<file path="src/rtl/tcle_pkg.sv">
// ----------------------------------------------------------------------------
// tcle_pkg: shared constants and types for the text console line editor
// Screen geometry, character codes, item kinds, register indexes and the
// result record.
// ----------------------------------------------------------------------------
`default_nettype none

package tcle_pkg;

    localparam int SCREEN_COLUMNS    = 80;
    localparam int SCREEN_ROWS       = 25;
    localparam int LINE_BUFFER_DEPTH = 256;

    localparam int COL_W   = 7;
    localparam int ROW_W   = 5;
    localparam int CHAR_W  = 8;
    localparam int ATTR_W  = 8;
    localparam int COUNT_W = 8;
    localparam int CAP_W   = 9;
    localparam int KIND_W  = 2;

    localparam logic [COL_W-1:0] LAST_COL = COL_W'(SCREEN_COLUMNS - 1);
    localparam logic [ROW_W-1:0] LAST_ROW = ROW_W'(SCREEN_ROWS - 1);
    localparam logic [CAP_W-1:0] CAP_MAX  = CAP_W'(LINE_BUFFER_DEPTH);
    localparam logic [CAP_W-1:0] CAP_MIN  = CAP_W'(1);
    localparam logic [CAP_W-1:0] CAP_RESET = CAP_W'(256);

    localparam logic [CHAR_W-1:0] CHAR_NUL   = 8'd0;
    localparam logic [CHAR_W-1:0] CHAR_BS    = 8'd8;
    localparam logic [CHAR_W-1:0] CHAR_NL    = 8'd10;
    localparam logic [CHAR_W-1:0] CHAR_SPACE = 8'd32;

    localparam logic [KIND_W-1:0] KIND_KEY   = 2'd0;
    localparam logic [KIND_W-1:0] KIND_PUT   = 2'd1;
    localparam logic [KIND_W-1:0] KIND_CLEAR = 2'd2;

    localparam logic REG_ECHO_ENABLE   = 1'b0;
    localparam logic REG_LINE_CAPACITY = 1'b1;

    typedef struct packed {
        logic                clear_request;
        logic                line_done;
        logic                buf_write;
        logic                cell_write;
        logic [CHAR_W-1:0]   buf_byte;
        logic [COUNT_W-1:0]  buf_index;
        logic [ROW_W-1:0]    pos_y;
        logic [COL_W-1:0]    pos_x;
        logic [ATTR_W-1:0]   cell_colour;
        logic [CHAR_W-1:0]   cell_char;
        logic [ROW_W-1:0]    cell_y;
        logic [COL_W-1:0]    cell_x;
    } result_t;

endpackage

`default_nettype wire

</file>
<file path="src/rtl/text_console_line_editor.sv">
// ----------------------------------------------------------------------------
// text_console_line_editor: cursor engine and bounded line editor
// The result is registered in the output register, or in the skid entry while the output stalls.
// Throughput: one beat per cycle while the skid entry is empty; output register plus skid entry.
// Reset (sync, aresetn low): cursor home, line empty, echo on, capacity 256.
// ----------------------------------------------------------------------------
`default_nettype none

module text_console_line_editor (
    input  wire         aclk,
    input  wire         aresetn,
    // config write channel
    input  wire         cfg_valid,
    output logic        cfg_ready,
    input  wire         cfg_index,
    input  wire  [8:0]  cfg_data,
    // input stream
    input  wire         s_tvalid,
    output logic        s_tready,
    input  wire  [15:0] s_tdata,   // char_code[7:0], colour[15:8]
    input  wire  [1:0]  s_tuser,   // kind[1:0]
    // result stream
    output logic        m_tvalid,
    input  wire         m_tready,
    output logic [55:0] m_tdata,   // cell_x[6:0], cell_y[11:7], cell_char[19:12],
                                   // cell_colour[27:20], pos_x[34:28],
                                   // pos_y[39:35], buf_index[47:40],
                                   // buf_byte[55:48]
    output logic [3:0]  m_tuser    // cell_write[0], buf_write[1], line_done[2],
                                   // clear_request[3]
);
    import tcle_pkg::*;

    logic                echo_reg;
    logic [CAP_W-1:0]    cap_reg;
    logic [COL_W-1:0]    col_reg, col_next;
    logic [ROW_W-1:0]    row_reg, row_next;
    logic [COUNT_W-1:0]  count_reg, count_next;

    result_t             out_reg, skid_reg, res;
    logic                out_valid_reg, skid_valid_reg;

    logic [KIND_W-1:0]   kind;
    logic [CHAR_W-1:0]   ch;
    logic [ATTR_W-1:0]   colour;
    logic                accept;

    logic [CAP_W-1:0]    cap_eff;
    logic [CAP_W-1:0]    limit;
    logic [ROW_W-1:0]    row_step;
    logic [COL_W-1:0]    adv_col;
    logic [ROW_W-1:0]    adv_row;

    assign kind   = s_tuser;
    assign ch     = s_tdata[7:0];
    assign colour = s_tdata[15:8];

    assign cfg_ready = 1'b1;
    assign s_tready  = ~skid_valid_reg;
    assign accept    = s_tvalid & s_tready;

    assign m_tvalid = out_valid_reg;
    assign m_tdata  = out_reg[55:0];
    assign m_tuser  = {out_reg.clear_request, out_reg.line_done,
                       out_reg.buf_write, out_reg.cell_write};

    // capacity 0 acts as 1, anything above the buffer depth clamps
    always_comb begin
        if (cap_reg == '0) begin
            cap_eff = CAP_MIN;
        end else if (cap_reg > CAP_MAX) begin
            cap_eff = CAP_MAX;
        end else begin
            cap_eff = cap_reg;
        end
    end
    assign limit = cap_eff - CAP_MIN;

    // cursor moves shared by output, echo and newline
    assign row_step = (row_reg == LAST_ROW) ? row_reg : row_reg + 1'b1;
    assign adv_col  = (col_reg == LAST_COL) ? '0 : col_reg + 1'b1;
    assign adv_row  = (col_reg == LAST_COL) ? row_step : row_reg;

    always_comb begin
        res        = '0;
        col_next   = col_reg;
        row_next   = row_reg;
        count_next = count_reg;

        case (kind)
            KIND_PUT: begin
                if (ch == CHAR_NL) begin
                    col_next = '0;
                    row_next = row_step;
                end else begin
                    res.cell_write  = 1'b1;
                    res.cell_x      = col_reg;
                    res.cell_y      = row_reg;
                    res.cell_char   = ch;
                    res.cell_colour = colour;
                    col_next        = adv_col;
                    row_next        = adv_row;
                end
            end
            KIND_CLEAR: begin
                res.cell_colour   = colour;
                res.clear_request = 1'b1;
                col_next          = '0;
                row_next          = '0;
            end
            KIND_KEY: begin
                if (ch == CHAR_NUL) begin
                    // no key
                end else if (ch == CHAR_NL) begin
                    res.buf_write = 1'b1;
                    res.buf_index = count_reg;
                    res.line_done = 1'b1;
                    count_next    = '0;
                    if (echo_reg) begin
                        col_next = '0;
                        row_next = row_step;
                    end
                end else if (ch == CHAR_BS) begin
                    if (count_reg != '0) begin
                        count_next    = count_reg - 1'b1;
                        res.buf_write = 1'b1;
                        res.buf_index = count_reg - 1'b1;
                        // erase stays put at the home cell
                        if (echo_reg && !(col_reg == '0 && row_reg == '0)) begin
                            if (col_reg == '0) begin
                                col_next = LAST_COL;
                                row_next = row_reg - 1'b1;
                            end else begin
                                col_next = col_reg - 1'b1;
                            end
                            res.cell_write  = 1'b1;
                            res.cell_x      = col_next;
                            res.cell_y      = row_next;
                            res.cell_char   = CHAR_SPACE;
                            res.cell_colour = colour;
                        end
                    end
                end else if ({1'b0, count_reg} < limit) begin
                    res.buf_write = 1'b1;
                    res.buf_index = count_reg;
                    res.buf_byte  = ch;
                    count_next    = count_reg + 1'b1;
                    if (echo_reg) begin
                        res.cell_write  = 1'b1;
                        res.cell_x      = col_reg;
                        res.cell_y      = row_reg;
                        res.cell_char   = ch;
                        res.cell_colour = colour;
                        col_next        = adv_col;
                        row_next        = adv_row;
                    end
                end
            end
            default: begin
                // unused kind: no effect
            end
        endcase

        res.pos_x = col_next;
        res.pos_y = row_next;
    end

    // config and editor state
    always_ff @(posedge aclk) begin
        if (!aresetn) begin
            echo_reg  <= 1'b1;
            cap_reg   <= CAP_RESET;
            col_reg   <= '0;
            row_reg   <= '0;
            count_reg <= '0;
        end else begin
            if (cfg_valid && cfg_ready) begin
                case (cfg_index)
                    REG_ECHO_ENABLE:   echo_reg <= cfg_data[0];
                    REG_LINE_CAPACITY: cap_reg  <= cfg_data;
                    default: begin
                    end
                endcase
            end
            if (accept) begin
                col_reg   <= col_next;
                row_reg   <= row_next;
                count_reg <= count_next;
            end
        end
    end

    // output register with one skid entry behind it
    always_ff @(posedge aclk) begin
        if (!aresetn) begin
            out_valid_reg  <= 1'b0;
            skid_valid_reg <= 1'b0;
        end else if (!out_valid_reg || m_tready) begin
            if (skid_valid_reg) begin
                out_valid_reg  <= 1'b1;
                skid_valid_reg <= 1'b0;
            end else begin
                out_valid_reg <= accept;
            end
        end else if (accept) begin
            skid_valid_reg <= 1'b1;
        end
    end

    always_ff @(posedge aclk) begin
        if (!out_valid_reg || m_tready) begin
            if (skid_valid_reg) begin
                out_reg <= skid_reg;
            end else if (accept) begin
                out_reg <= res;
            end
        end else if (accept) begin
            skid_reg <= res;
        end
    end

`ifndef SYNTHESIS
    a_skid_behind_out: assert property (@(posedge aclk) disable iff (!aresetn)
        skid_valid_reg |-> out_valid_reg)
        else $error("skid entry held with empty output register");

    a_cursor_in_range: assert property (@(posedge aclk) disable iff (!aresetn)
        out_valid_reg |-> (out_reg.pos_x <= LAST_COL && out_reg.pos_y <= LAST_ROW))
        else $error("cursor outside the screen");

    a_done_writes_term: assert property (@(posedge aclk) disable iff (!aresetn)
        (out_valid_reg && out_reg.line_done) |->
            (out_reg.buf_write && out_reg.buf_byte == CHAR_NUL))
        else $error("line end without terminator write");

    a_clear_homes: assert property (@(posedge aclk) disable iff (!aresetn)
        (accept && kind == KIND_CLEAR) |=> (col_reg == '0 && row_reg == '0))
        else $error("clear did not home the cursor");
`endif

endmodule

`default_nettype wire

</file>
<file path="config.mk">
export PLATFORM = sky130hd
export DESIGN_NAME = text_console_line_editor
export DESIGN_NICKNAME = d
export VERILOG_FILES = /design/src/rtl/tcle_pkg.sv /design/src/rtl/text_console_line_editor.sv
export SDC_FILE = /design/constraint.sdc
export NUM_CORES = 1
export LEC_CHECK = 0
export BUFFER_PORTS_ARGS = -buffer_cell sky130_fd_sc_hd__buf_2
export CORE_AREA = 5 5 108 187
export CTS_CLUSTER_SIZE = 8
export DETAILED_ROUTE_END_ITERATION = 16
export DIE_AREA = 0 0 113 192
export GPL_ROUTABILITY_DRIVEN = 0
export PLACE_DENSITY = 0.68
export REMOVE_ABC_BUFFERS = 1
export SKIP_CTS_REPAIR_TIMING = 1
export SKIP_LAST_GASP = 1
export SLEW_MARGIN = 20
export SYNTH_ARGS = -nofsm -noshare
export SYNTH_HDL_FRONTEND = slang
export SYNTH_SLANG_ARGS = --single-unit
</file>
<file path="constraint.sdc">
create_clock -name aclk -period 4.3 [get_ports aclk]
set_clock_uncertainty 0.15 [all_clocks]
set_input_delay 0.86 -clock aclk [delete_from_list [all_inputs] [get_ports aclk]]
set_output_delay 0.86 -clock aclk [all_outputs]
set_load 0.05 [all_outputs]
</file>
==> flow_summary.ini <==
[die]
io_pins = 96
rows = 66
start_util_pct = 49.2
die_y_um = 192
die_width_um = 113
die_area_sq_mm = 0.0217
coreArea_sq_mm = 0.0184

[grt]
grt_pass1_vias = 7628
grt_pass1_wl_um = 41300
grt_overflow = 0
antenna_found_initial = 0
track_usage_pct = 24.6
grt_max_degree = 52

[critical_path]
crit_path_max_fanout = 7
cp.required_ns = 4.30
critPathArrivalTime_ns = 4.04
path_class = reg -> reg
startpoint_type = flip-flop
endpoint_kind = flip-flop

[pwr]
total_power_mw = 3.70
ir_worst_vdd_uv = 241
p_per_area_mw_per_mm2 = 357
leakage_nw = 3.87

[finish]
areaGrowthSynthToFinish_pct = 14.5
largest_reg_flops = 60
most-common-layout-cells = edfxtp_1 (120), nand2_1 (98), buf_2 (94)
drive_gt1_share_pct = 24.9
finalInstanceArea_sq_mm = 0.0104
nets = 1053
filler_cell_count = 1672
finalNonFillerCells = 1256
diodes = 0
final_core_util_pct = 56.3
layout_commonest_cell = edfxtp_1

[sta]
setup_viol = 0
timing.final.hold_violations = 0
fin_crit_sh_pct = 94.0
setup_tns_ns = 0
slew_headroom_pct = 19.5
rsz0062_at_grt = no
maxSlewViolCount = 0
fmax_ghz = 0.248
tightest_slew_ns = 1.21
period_needed_ns = 4.04

[synthesis]
ys_top_cells_by_area = edfxtp_1 (40%), dfxtp_1 (7.1%), nand2_1 (4.1%)
synth_edf_count = 120
yosysSeqAreaShare_pct = 46.9
synthCells = 921
yosys.cell_types.count = 95
synth_top_cell_by_area = edfxtp_1
synth-seq-cells = 152
syn_area_per_cell_sq_um = 9.83
synth_warnings = 0
synth_top_area_share_pct = 39.8
async_reset_ff_share_pct = 0
synthFlopType = edfxtp_1
syn_area_sq_mm = 0.00906

[detailed_routing]
via_count = 7995
post_drt_wl_per_cell_um = 21.4
routed_wl_um = 26900
antenna_left = 0
via_per_inst = 6.37
dr.pass1.iters = 5
drc_errors = 0
drtIter0Drc = 722

[place]
placed_area_sq_mm = 0.00979
portBuffers = 94
dp.cells = 1221
dp_hpwl_um = 18900

[min_path]
hold_class = reg -> reg

[cts]
tritoncts = done
clock_path_buffers = 2
numCtsBuffers = 17
htreeDepth = 4
insertion_delay_ns = 0.43
cts_sinks = 152
cts.clk_slew.worst_paths_ns = 0.06
cts_root_buffer = clkbuf_16

[flow_run]
cap_violations = 0

[status]
status = finished clean
-- synthesized netlist by cell type, types with 7 or more instances --
master,count
nand2b_1,10
and2_1,28
o21ai_0,48
a31oi_1,20
nor2b_1,9
nand2_1,98
a21boi_0,10
nor3_1,21
or3_1,10
ha_1,15
nor4_1,7
o31ai_1,21
a31o_2,15
o21a_1,8
mux2_2,28
a21oi_1,63
edfxtp_1,120
nor2_1,66
buf_2,15
clkbuf_1,39
nand3_1,29
and3_1,15
dfxtp_1,32
nand4_1,17
a211oi_1,12
inv_1,18
o211ai_1,9
-- logic make-up after synthesis --
logic type	share of synthesized area, %
buffers and inverters	4.03
muxes	4.14
adders and majority gates	2.07
other	0.0414
DFF	46.9
and+or+nand+nor	20.4
xor gates and xnor gates	0.580
AOI/OAI and AO/OA	21.9
-- metrics by stage --
stage | hold slack [ns] | setup WS, ns
after floorplan | 0.307 | 0.0796
after global placement | 0.328 | 0.231
after detailed placement | 0.336 | 0.127
after CTS | 0.345 | 0.114
after global routing | 0.385 | 0.0190
final | 0.338 | 0.260
-- worst paths after layout --
check                           slack (ns)  startpoint          to  cells after the start
worst max register to register        0.26  cap_reg[3]  m_tdata[6]                     18
worst min register to register        0.34  cap_reg[7]  cap_reg[7]                      2
worst max-delay path                  0.26  cap_reg[3]  m_tdata[6]                     18
worst min-delay path                  0.34  cap_reg[7]  cap_reg[7]                      2
-- power by group --
group          internal [mW]  total (mW)  switching [mW]
Sequential              1.66        1.70          0.0397
Clock                  0.738        1.36           0.620
Combinational          0.182       0.637           0.455
Total                   2.58        3.70            1.11
-- layer usage --
metal	GRT usage [%]	vias to the layer above	share of wire [%]
li1	-	3674	-
met3	4.45	160	7.1
met1	26.0	3747	34
met2	42.9	414	50
met4	18.8	0	8.6
met5	0	-	0
-- cell type report --
type                       count  area, sq um  share of cell area, %
multi-input combinational    685         4470                   43.1
sequential                   152         4250                   40.9
clock buffer                  18          429                   4.14
timing repair buffer         127          743                   7.17
clock inverter                14          101                  0.977
tap                          238          298                   2.87
inverter                      22         82.6                  0.796
-- critical path, cell delays in order (launching register included) --
cell and delay [ns]:
dfxtp_1 0.37, nor4_4 0.28, nand2_1 0.12, nor2_1 0.12, o21bai_1 0.08, ha_1 0.19, buf_4 0.16, nor2b_1 0.16
a21oi_1 0.06, a21oi_1 0.16, ha_1 0.16, and4_1 0.19, o21ai_0 0.20, and4bb_4 0.32, nor2_2 0.34, a211oi_1 0.12
o21ai_0 0.31, buf_4 0.19, a31oi_1 0.07
(Power assumes the default switching activity.)
